[src/hdl/base64_stream_decoder_defines.svh]
// ----------------------------------------------------------------------------
// base64_stream_decoder_defines.svh
// Assertion macros shared by the Base64 stream decoder.
// ----------------------------------------------------------------------------
`ifndef BASE64_STREAM_DECODER_DEFINES_SVH
`define BASE64_STREAM_DECODER_DEFINES_SVH

// Same-cycle implication, sampled on clk, off during reset
`define B64D_ASSERT_NOW(lbl, ante, cons, msg) \
	lbl: assert property (@(posedge clk) disable iff (!arst_n) (ante) |-> (cons)) \
		else $error(msg);

// Next-cycle implication, sampled on clk, off during reset
`define B64D_ASSERT_NEXT(lbl, ante, cons, msg) \
	lbl: assert property (@(posedge clk) disable iff (!arst_n) (ante) |=> (cons)) \
		else $error(msg);

`endif

[src/hdl/b64d_pkg.sv]
// ----------------------------------------------------------------------------
// b64d_pkg
// Types, constants and character mapping for the Base64 stream decoder.
// ----------------------------------------------------------------------------
package b64d_pkg;

	// Default depth of the job queue between front and back
	localparam int B64D_QUEUE_DEPTH = 2;

	// Sextet code with bit 6 set marks a character outside the alphabet
	localparam logic [6:0] SEXTET_INVALID = 7'h40;

	// Number of results a single character may cause
	localparam int MAX_RESULTS = 3;

	// One character's worth of results, handed from front to back
	typedef struct packed {
		logic [MAX_RESULTS-1:0][7:0] bytes;   // result k in bytes[k]
		logic [1:0]                  nres;    // results in this job, 1..3
		logic                        byte_ok; // 0 for an end-only marker
		logic                        eom;     // final job of the message
	} job_t;

	// Map an ASCII character to its sextet, or to SEXTET_INVALID
	function automatic logic [6:0] char_to_sextet(input logic [7:0] c);
		logic [6:0] s;
		s = SEXTET_INVALID;
		if (c inside {[8'h41:8'h5A]}) begin
			s = 7'(c - 8'h41);
		end else if (c inside {[8'h61:8'h7A]}) begin
			s = 7'(c - 8'h61 + 8'd26);
		end else if (c inside {[8'h30:8'h39]}) begin
			s = 7'(c - 8'h30 + 8'd52);
		end else if (c == 8'h2B) begin
			s = 7'd62;
		end else if (c == 8'h2F) begin
			s = 7'd63;
		end
		return s;
	endfunction

	// Byte packing of a sextet group
	function automatic logic [7:0] pack_b0(input logic [5:0] a, input logic [5:0] b);
		return {a, b[5:4]};
	endfunction

	function automatic logic [7:0] pack_b1(input logic [5:0] b, input logic [5:0] c);
		return {b[3:0], c[5:2]};
	endfunction

	function automatic logic [7:0] pack_b2(input logic [5:0] c, input logic [5:0] d);
		return {c[1:0], d};
	endfunction

endpackage

[src/hdl/b64d_front.sv]
// ----------------------------------------------------------------------------
// b64d_front
// Accepts characters, classifies them, tracks pending sextets and builds
// one job per character that causes results.
// ----------------------------------------------------------------------------
module b64d_front import b64d_pkg::*; (
	input  logic       clk,
	input  logic       arst_n,
	input  logic       in_valid,
	output logic       in_ready,
	input  logic [7:0] in_char,
	input  logic       in_last,
	output logic       push,
	output job_t       job,
	input  logic       q_full
);

	logic [2:0][5:0] pend_q;
	logic [1:0]      cnt_q;
	logic            halted_q;

	logic            acc;
	logic [6:0]      sx;
	logic            is_sx;
	logic            take;
	logic            grp;
	logic [2:0][5:0] pend_u;
	logic [1:0]      cnt_u;

	// Accept whenever the queue has room
	assign in_ready = !q_full;
	assign acc      = in_valid && in_ready;

	// Classify the character
	assign sx    = char_to_sextet(in_char);
	assign is_sx = !sx[6];
	assign take  = !halted_q && is_sx;
	assign grp   = take && (cnt_q == 2'd3);

	// Pending set after this character
	always_comb begin
		pend_u = pend_q;
		cnt_u  = cnt_q;
		if (grp) begin
			cnt_u = 2'd0;
		end else if (take) begin
			pend_u[cnt_q] = sx[5:0];
			cnt_u         = cnt_q + 2'd1;
		end
	end

	// Build the job: a full group, and/or the message-end flush
	always_comb begin
		job         = '0;
		job.byte_ok = 1'b1;
		if (grp) begin
			job.bytes[0] = pack_b0(pend_q[0], pend_q[1]);
			job.bytes[1] = pack_b1(pend_q[1], pend_q[2]);
			job.bytes[2] = pack_b2(pend_q[2], sx[5:0]);
			job.nres     = 2'd3;
			job.eom      = in_last;
		end else if (in_last) begin
			job.eom = 1'b1;
			case (cnt_u)
				2'd3: begin
					job.bytes[0] = pack_b0(pend_u[0], pend_u[1]);
					job.bytes[1] = pack_b1(pend_u[1], pend_u[2]);
					job.nres     = 2'd2;
				end
				2'd2: begin
					job.bytes[0] = pack_b0(pend_u[0], pend_u[1]);
					job.nres     = 2'd1;
				end
				default: begin
					job.nres    = 2'd1;
					job.byte_ok = 1'b0;
				end
			endcase
		end
	end

	assign push = acc && (grp || in_last);

	// Control state: count and halt flag, cleared at message end
	always_ff @(posedge clk or negedge arst_n) begin
		if (!arst_n) begin
			cnt_q    <= 2'd0;
			halted_q <= 1'b0;
		end else if (acc) begin
			if (in_last) begin
				cnt_q    <= 2'd0;
				halted_q <= 1'b0;
			end else begin
				cnt_q    <= cnt_u;
				halted_q <= halted_q || !is_sx;
			end
		end
	end

	// Sextet payload, only read under the count
	always_ff @(posedge clk) begin
		if (acc) begin
			pend_q <= pend_u;
		end
	end

endmodule

[src/hdl/b64d_queue.sv]
// ----------------------------------------------------------------------------
// b64d_queue
// Short job queue that decouples the front from the back.
// ----------------------------------------------------------------------------
module b64d_queue import b64d_pkg::*; #(
	parameter int DEPTH = B64D_QUEUE_DEPTH
) (
	input  logic clk,
	input  logic arst_n,
	input  logic push,
	input  job_t wr_job,
	input  logic pop,
	output job_t rd_job,
	output logic full,
	output logic empty
);

	localparam int PTR_W = (DEPTH > 1) ? $clog2(DEPTH) : 1;
	localparam int CNT_W = $clog2(DEPTH + 1);
	localparam logic [PTR_W-1:0] LAST_PTR = PTR_W'(DEPTH - 1);
	localparam logic [CNT_W-1:0] FULL_CNT = CNT_W'(DEPTH);

	job_t             mem_q [DEPTH];
	logic [PTR_W-1:0] wr_ptr_q;
	logic [PTR_W-1:0] rd_ptr_q;
	logic [CNT_W-1:0] cnt_q;

	assign full   = (cnt_q == FULL_CNT);
	assign empty  = (cnt_q == '0);
	assign rd_job = mem_q[rd_ptr_q];

	// Store the pushed job
	always_ff @(posedge clk) begin
		if (push) begin
			mem_q[wr_ptr_q] <= wr_job;
		end
	end

	// Advance pointers and occupancy
	always_ff @(posedge clk or negedge arst_n) begin
		if (!arst_n) begin
			wr_ptr_q <= '0;
			rd_ptr_q <= '0;
			cnt_q    <= '0;
		end else begin
			if (push) begin
				wr_ptr_q <= (wr_ptr_q == LAST_PTR) ? '0 : wr_ptr_q + 1'b1;
			end
			if (pop) begin
				rd_ptr_q <= (rd_ptr_q == LAST_PTR) ? '0 : rd_ptr_q + 1'b1;
			end
			if (push && !pop) begin
				cnt_q <= cnt_q + 1'b1;
			end else if (pop && !push) begin
				cnt_q <= cnt_q - 1'b1;
			end
		end
	end

endmodule

[src/hdl/b64d_back.sv]
// ----------------------------------------------------------------------------
// b64d_back
// Walks the head job to the output register, one result per unstalled cycle.
// ----------------------------------------------------------------------------
module b64d_back import b64d_pkg::*; (
	input  logic       clk,
	input  logic       arst_n,
	input  job_t       head,
	input  logic       q_empty,
	output logic       pop,
	output logic       out_valid,
	input  logic       out_ready,
	output logic [7:0] out_byte,
	output logic       out_last,
	output logic [1:0] out_user
);

	logic [1:0] idx_q;
	logic       load;
	logic       final_beat;
	logic [7:0] sel_byte;
	logic       valid_q;
	logic [7:0] byte_q;
	logic       last_q;
	logic [1:0] user_q;

	// Load a new result when the output register is free or being drained
	assign load       = !q_empty && (!valid_q || out_ready);
	assign final_beat = (idx_q == head.nres - 2'd1);
	assign pop        = load && final_beat;

	always_comb begin
		case (idx_q)
			2'd0:    sel_byte = head.bytes[0];
			2'd1:    sel_byte = head.bytes[1];
			default: sel_byte = head.bytes[2];
		endcase
	end

	// Result index within the head job
	always_ff @(posedge clk or negedge arst_n) begin
		if (!arst_n) begin
			idx_q <= 2'd0;
		end else if (load) begin
			idx_q <= final_beat ? 2'd0 : idx_q + 2'd1;
		end
	end

	// Output valid
	always_ff @(posedge clk or negedge arst_n) begin
		if (!arst_n) begin
			valid_q <= 1'b0;
		end else if (load) begin
			valid_q <= 1'b1;
		end else if (out_ready) begin
			valid_q <= 1'b0;
		end
	end

	// Output payload: hold while stalled
	always_ff @(posedge clk) begin
		if (load) begin
			byte_q <= sel_byte;
			last_q <= final_beat;
			user_q <= {head.eom && final_beat, head.byte_ok};
		end
	end

	assign out_valid = valid_q;
	assign out_byte  = byte_q;
	assign out_last  = last_q;
	assign out_user  = user_q;

endmodule

[src/hdl/base64_stream_decoder.sv]
// ----------------------------------------------------------------------------
// base64_stream_decoder
// Streaming Base64 decoder: one character in, up to three bytes out.
// ----------------------------------------------------------------------------
//  channel | dir | tdata         | tlast          | tuser
//  s_*     | in  | in_char[7:0]  | last_char      | -
//  m_*     | out | out_byte[7:0] | last_of_run    | [0] byte_valid, [1] end_of_message
//
//  One character is taken per cycle while the job queue has room.
//  The back drives one result per cycle unless m_tready stalls it; a character
//  causing three results holds the back until all three are out, which the queue absorbs.
//  A character's job is written to the queue at the input transaction; its first
//  result then enters the output register once that register is free.
//  Reset is asynchronous and clears pending count, halt flag, queue and output.
//  A stall on m_tready fills the queue, after which s_tready drops.
// ----------------------------------------------------------------------------
`include "base64_stream_decoder_defines.svh"

module base64_stream_decoder import b64d_pkg::*; #(
	parameter int QUEUE_DEPTH = B64D_QUEUE_DEPTH
) (
	input  logic       clk,
	input  logic       arst_n,
	input  logic       s_tvalid,
	output logic       s_tready,
	input  logic [7:0] s_tdata,  // [7:0] in_char
	input  logic       s_tlast,  // last_char
	output logic       m_tvalid,
	input  logic       m_tready,
	output logic [7:0] m_tdata,  // [7:0] out_byte
	output logic       m_tlast,  // last_of_run
	output logic [1:0] m_tuser   // [0] byte_valid, [1] end_of_message
);

	logic q_push;
	logic q_pop;
	logic q_full;
	logic q_empty;
	job_t wr_job;
	job_t rd_job;

	// Front: classify and group
	b64d_front u_front (
		.clk      (clk),
		.arst_n   (arst_n),
		.in_valid (s_tvalid),
		.in_ready (s_tready),
		.in_char  (s_tdata),
		.in_last  (s_tlast),
		.push     (q_push),
		.job      (wr_job),
		.q_full   (q_full)
	);

	// Job queue
	b64d_queue #(
		.DEPTH (QUEUE_DEPTH)
	) u_queue (
		.clk    (clk),
		.arst_n (arst_n),
		.push   (q_push),
		.wr_job (wr_job),
		.pop    (q_pop),
		.rd_job (rd_job),
		.full   (q_full),
		.empty  (q_empty)
	);

	// Back: serialize results
	b64d_back u_back (
		.clk       (clk),
		.arst_n    (arst_n),
		.head      (rd_job),
		.q_empty   (q_empty),
		.pop       (q_pop),
		.out_valid (m_tvalid),
		.out_ready (m_tready),
		.out_byte  (m_tdata),
		.out_last  (m_tlast),
		.out_user  (m_tuser)
	);

	// Checks
	`B64D_ASSERT_NOW(a_no_overflow, q_push, !q_full || q_pop, "job pushed into a full queue")
	`B64D_ASSERT_NOW(a_no_underflow, q_pop, !q_empty, "job popped from an empty queue")
	`B64D_ASSERT_NOW(a_eom_is_last, m_tvalid && m_tuser[1], m_tlast, "end of message not on last result of run")
	`B64D_ASSERT_NOW(a_marker_form, m_tvalid && !m_tuser[0], m_tuser[1] && m_tlast && (m_tdata == 8'h00), "end-only marker malformed")

endmodule

[config.mk]
export PLATFORM = sky130hd
export DESIGN_NAME = base64_stream_decoder
export DESIGN_NICKNAME = d
export VERILOG_FILES = /design/src/hdl/b64d_pkg.sv /design/src/hdl/b64d_front.sv /design/src/hdl/b64d_queue.sv /design/src/hdl/b64d_back.sv /design/src/hdl/base64_stream_decoder.sv
export VERILOG_INCLUDE_DIRS = /design/src /design/src/hdl
export SDC_FILE = /design/constraint.sdc
export NUM_CORES = 1
export LEC_CHECK = 0
export ABC_AREA = 1
export BUFFER_PORTS_ARGS = -buffer_cell sky130_fd_sc_hd__buf_2
export CAP_MARGIN = 20
export CORE_MARGIN = 10
export CORE_UTILIZATION = 35
export CTS_CLUSTER_DIAMETER = 150
export DETAILED_ROUTE_END_ITERATION = 12
export MAX_ROUTING_LAYER = met4
export PLACE_DENSITY = 0.47
export SYNTH_ARGS = -nofsm -noshare
export SYNTH_HDL_FRONTEND = slang
export SYNTH_SLANG_ARGS = --single-unit
[constraint.sdc]
create_clock -name clk -period 5.3 [get_ports clk]
set_clock_uncertainty 0.05 [all_clocks]
set_input_delay 0 -clock clk [delete_from_list [all_inputs] [get_ports clk]]
set_output_delay 0 -clock clk [all_outputs]
set_load 0.01 [all_outputs]
# Yosys cells after proc, flatten, opt, wreduce, memory -nomap -nowiden
# Memory sizes are Yosys's and may differ from the RTL's.
# Index checks and enable logic that the tools add are counted.
dict set report op_classes {
  addsub 12
  order_cmp 8
  eq_ne 8
  muxes 33
  bitwise 1
  reduce_logical 29
}
# op count
set ops {}
lappend ops {{2-to-1 mux 18 bit} 3}
lappend ops {{2-to-1 mux 7 bit} 5}
lappend ops {{2-to-1 mux 8 bit} 3}
lappend ops {{2-to-1 mux 20 bit} 1}
lappend ops {{bitwise mux 18 bit} 1}
lappend ops {{equality test 8 x 6 -> 1 bit, second input constant} 2}
lappend ops {{>= comparator 8 x 7 -> 1 bit, second input constant} 2}
lappend ops {{less-or-equal comparator 8 x 7 -> 1 bit, second input constant} 2}
lappend ops {{one-hot mux 8 bit (2 select lines)} 1}
lappend ops {{2-to-1 mux 2 bit} 7}
lappend ops {{subtractor 7 bit, second input constant} 2}
lappend ops {{logical AND 1 bit} 13}
lappend ops {{demux 6 bit (select 2 bit)} 1}
lappend ops {{2-to-1 mux 1 bit} 10}
lappend ops {{equality test 2 bit, second input constant} 4}
lappend ops {{>= comparator 8 x 6 -> 1 bit, second input constant} 1}
lappend ops {{less-or-equal comparator 8 x 6 -> 1 bit, second input constant} 1}
lappend ops {{adder 7 x 5 -> 7 bit, second input constant} 1}
lappend ops {{adder 7 x 6 -> 7 bit, second input constant} 1}
lappend ops {{logical NOT 1 bit} 7}
lappend ops {{subtractor 7 x 6 -> 7 bit, second input constant} 1}
lappend ops {{adder 2 x 1 -> 2 bit, second input constant} 3}
lappend ops {{2-to-1 mux 6 bit} 1}
lappend ops {{logical NOT 2 bit} 2}
lappend ops {{other kinds (11)} 16}
dict set report totals {
  ff_bits 39
  ramBits 56
  inputBits 13
  out_inout_bits 13
  wordCells 106
  n_memories 1
}
# memory words width rd rd_ports_with_merged_regs wr line
set mem_list {}
lappend mem_list {u_queue.mem_q 2 28 1 0 1 b64d_queue.sv:23} ;# job_t mem_q [DEPTH];

# Depth between registers and ports, before layout
dict set report depth {
  word_depth 15
  mapped_depth 18
  ltp_nobuf 18
}

# Modules after synthesis
# From an unflattened synthesis, not the netlist that was laid out.
dict set report hier_totals {
  cells_unflattened 478
  hier_area_um2 5068.6
}
# module n_inst cells_each area_per_inst_um2 seq_area_each_um2
set modules_own_cells {}
lappend modules_own_cells {b64d_queue 1 112 2274.7 1781.7}
lappend modules_own_cells {b64d_front 1 292 2085.8 615.6}
lappend modules_own_cells {b64d_back 1 74 708.2 405.4}

# Least setup slack after synthesis
# OpenSTA, ideal clock, no wires.
dict set report synth_path {
  kind {in2reg}
  from {in s_tdata[0]}
  to {mem u_queue.mem_q[1][0] (netlist bit), enable pin}
  setup_ns 0.414
  arrival_time_ns 2.577
  t_required_ns 4.836
  setup_slack_ns 2.258
  cell_stages 12
  n_path_buf 0
  path_cell_list {inv_1 ha_1 nand2_1 nor2_4 nand2_1 nand2_1 nor2_4 a21oi_4 nand2_4 nor2_4 o21ai_1 nor2_1}
}
dict set report synth_between {
  elab_chain_len 13
  word_cells_on_any_way 28
  cone_classes {add/sub (5); order compare (6); eq/ne (2); mux (7); reduce/logical (8)}
}
# element line
set synth_rtl {}
lappend synth_rtl {{start: declaration} base64_stream_decoder.sv:26} ;# input logic [7:0] s_tdata,
lappend synth_rtl {{parallel branches: the longest is 5 deep, another holds subtractor 7 x 6 -> 7 bit} -}
lappend synth_rtl {{2-to-1 mux 7 bit *} b64d_pkg.sv:28} ;# if (c inside {[8'h41:8'h5A]}) begin
lappend synth_rtl {{logical NOT 1 bit *} b64d_front.sv:36} ;# assign is_sx = !sx[6];
lappend synth_rtl {{logical AND 1 bit *} b64d_front.sv:37} ;# assign take = !halted_q && is_sx;
lappend synth_rtl {{logical AND 1 bit *} b64d_front.sv:38} ;# assign grp = take && (cnt_q == 2'd3);
lappend synth_rtl {{logical OR 1 bit *} b64d_front.sv:82} ;# assign push = acc && (grp || in_last);
lappend synth_rtl {{logical AND 1 bit *} b64d_front.sv:82}
lappend synth_rtl {{2-to-1 mux 1 bit *} b64d_queue.sv:34} ;# if (push) begin
lappend synth_rtl {{2-to-1 mux 1 bit (implied by the code) *} b64d_queue.sv:35} ;# mem_q[wr_ptr_q] <= wr_job;
lappend synth_rtl {{end: declaration} b64d_queue.sv:23}
# Mark *: on every way between the ends.

# Worst setup path in the final report
dict set report layout_path {
  from {in s_tdata[0]}
  to {mem u_queue.mem_q[1][20] (netlist bit), enable pin}
}
# The elaborated chain is that of the path after synthesis.

==> results.py <==
metrics = {
    "status": {
        "status": "complete, no violations",
    },
    "yosys": {
        "async_flop_share": 0.105,
        "synthTopCellsByArea": "edfxtp_1, nand2_1, dfrtp_1",
        "syn-num-nets": 492,
        "synthCells": 464,
        "yosys.area.top_type": "edfxtp_1",
        "synth.distinct_cells": 36,
        "synth_edf_count": 85,
        "ys_ff_latch": 95,
        "ys_seq_area_frac": 0.591,
        "synth.avg_cell_area_um2": 10.2,
        "yosysWarnings": 0,
        "synth_ff_type": "edfxtp_1",
        "synth_top_area_share": 0.539,
        "synth_area_mm2": 0.00474,
    },
    "clock_network": {
        "clockBufferDepth": 2,
        "clkLatencyLatePin_ns": 0.34,
        "cts_tree": "done",
        "numClockSinks": 95,
        "cts.clk_slew.worst_paths_ns": 0.07,
        "htreeDepth": 3,
        "cts_made_buffers": 9,
        "clockRootBuffer": "clkbuf_16",
    },
    "placed_design": {
        "dp_hpwl_mm": 7.61,
        "place_area_mm2": 0.00505,
        "numPortBuffers": 25,
        "gp_congestion": 0.842,
    },
    "global_routing": {
        "antenna_found_initial": 0,
        "grt_pass1_vias": 3233,
        "groute.usage.overall": 0.123,
        "grt_pass1_wl_mm": 17.3,
        "grt_max_degree": 30,
        "gr-total-overflow": 0,
    },
    "power_and_ir_drop": {
        "p_switching_uw": 837,
        "pwr-share-clk": 0.270,
        "combPwrFrac": 0.280,
        "cellInternalPower_uw": 1700,
        "netSwitchingFraction": 0.329,
        "pwr-share-seq": 0.450,
        "power_density_mw_per_mm2": 470,
        "vdd_ir_drop_max_mv": 0.155,
        "leakage_uw": 0.00218,
    },
    "layout": {
        "nNetsFinal": 522,
        "drive_gt1_frac": 0.132,
        "num_antenna_cells": 0,
        "final_common_cell": "nand2_1",
        "area_growth_pct": 14.1,
        "nFillCells": 1343,
        "fin_area_mm2": 0.00541,
        "layout_common_cells": "nand2_1, edfxtp_1, nor2_1, o21ai_0, inv_1",
    },
    "worst_setup_path": {
        "critPathBufInv": 2,
        "path_delay_family": "simple AND/OR/NAND/NOR gates",
        "critPathMaxStageDelay_ns": 0.75,
        "crit_path_end_kind": "flip-flop",
        "timing.rr.start": "u_queue.cnt_q[0]",
        "cp.arrival_ns": 2.76,
        "cp.required_ns": 5.22,
        "crit_fanout": 29,
        "cp_common_cell": "nor2_4",
        "crit_chain": "buf_2, inv_1, ha_1, nand2_1, nor2_4, nand2_1, nand2_1, nor2_4, a21oi_4, nand2_4, nor2_4, o21ai_1, nor2_4",
        "slowest_stage": "nor2_4",
        "start_kind": "primary input",
        "crit_type": "primary input to flip-flop",
        "ff2ff_setup_slack_ns": 2.51,
        "r2r_end": "u_queue.mem_q[1][20]",
        "reg2reg_depth": 6,
    },
    "timing": {
        "rsz0062_at_grt": "false",
        "worst_pin_slew_ns": 0.974,
        "final.min_clock_period_ns": 2.84,
        "fin_crit_sh": 0.536,
        "maxSlewHeadroom": 0.351,
        "drv_slew": 0,
        "timing_hold_violations_final": 0,
        "setup_viol": 0,
        "tns_ns": 0,
        "clock.fmax_ghz": 0.352,
    },
    "floorplanning": {
        "num_rows": 42,
        "io_pins": 26,
        "die_x_um": 136,
        "core_mm2": 0.0132,
        "die_y_um": 136,
        "start_util": 0.358,
        "die_area_mm2": 0.0186,
    },
    "routing": {
        "drt_iter0_drc": 331,
        "wl_per_cell_um": 15.8,
        "via_count": 3267,
        "avgViaCountPerCell": 4.84,
        "drc_errors": 0,
        "postRouteAntennaNets": 0,
        "dr.pass1.iters": 4,
        "drt_wl_total_mm": 10.7,
    },
    "min_path": {
        "min_path_type": "primary input to flip-flop",
        "min_to": "u_front.halted_q",
        "worstHoldStart": "s_tvalid",
        "holdPathStages": 3,
    },
    "job": {
        "drv_cap": 0,
    },
}
## per-stage QoR
step | instances | util | setup WS (ns) | total power (µW) | hold WS, ns
after floorplan | 464 | - | 2.26 | 1640 | -0.346
after global placement | 655 | 0.381 | 2.14 | 1890 | -0.169
after detailed placement | 655 | 0.381 | 2.06 | 1890 | -0.169
after CTS | 675 | 0.408 | 2.41 | 2580 | 0.00987
after global routing | 675 | 0.408 | 2.10 | 2710 | 0.0234
final | 675 | 0.408 | 2.46 | 2540 | 0.0304
## power by group through the flow
stage,clock [µW],combinational [µW],sequential (µW)
floorplan,0,497,1140
global placement,0,724,1160
detailed placement,0,730,1160
CTS,701,734,1150
global route,726,818,1160
finish,686,713,1140
## worst max path at each step
stage	start	end	cells after the start
global route	s_tdata[3]	u_queue.mem_q[1][25]	13
global placement	s_tdata[0]	u_queue.mem_q[1][9]	13
finish	s_tdata[0]	u_queue.mem_q[1][20]	13
CTS	u_queue.cnt_q[0]	u_queue.mem_q[1][19]	6
floorplan	s_tdata[0]	u_queue.mem_q[1][0]	12
detailed placement	s_tdata[3]	u_queue.mem_q[1][9]	13
## synthesized netlist by cell type (5+ instances only)
| library cell | instances |
|---|---|
| nand3_1 | 32 |
| o21ai_1 | 5 |
| ha_1 | 15 |
| nand2_1 | 122 |
| edfxtp_1 | 85 |
| nor2_1 | 47 |
| xor2_1 | 6 |
| o21a_1 | 8 |
| dfrtp_1 | 10 |
| o21ai_0 | 38 |
| clkbuf_1 | 6 |
| inv_1 | 35 |
| nor2_4 | 5 |
| o221ai_1 | 8 |
## routing by layer
layer	part of all wire	global-route usage	wire, µm
met1	0.45	0.150	4840
met2	0.50	0.202	5360
met3	0.026	0.0155	281
met4	0.018	0.0544	191
met5	0	-	0
## cells by family after synthesis
| group | Yosys count | synth area share |
|---|---|---|
| compound gates | 74 | 0.0974 |
| xor+xnor | 9 | 0.0166 |
| fa+ha+maj | 15 | 0.0396 |
| buf+inv | 50 | 0.0425 |
| flops | 95 | 0.591 |
| mux | 1 | 0.00211 |
| simple gates | 220 | 0.210 |
## sequential cells by signal (all words and copies together) (netlist names), named ones only
register / count
u_back.idx_q: 2
u_back.out_byte: 8
u_back.out_last: 1
u_back.out_user: 2
u_back.out_valid: 1
u_front.cnt_q: 2
u_front.halted_q: 1
u_front.pend_q: 16
u_queue.cnt_q: 2
u_queue.mem_q: 56
u_queue.rd_ptr_q: 1
u_queue.wr_ptr_q: 1
## worst min-delay path: stages
cell and delay, ns:
buf_2 0.09, nand2_1 0.14, a22o_1 0.15
## area by class of cell
type	count	area [µm²]	area share
clock buffers	11	233	0.0430
multi-input cells	319	1750	0.324
well taps	176	220	0.0407
repair buffers	30	173	0.0319
flip-flops and latches	95	2800	0.518
inverters	39	146	0.0271
clock inverters	5	82.6	0.0153
## repair_timing
item	in CTS	in global routing
endpoints found under the hold margin	11	0
buffers inserted	0	0
hold buffers	4	0
gates resized for setup	0	0
Power figures use the tool's default switching activity.
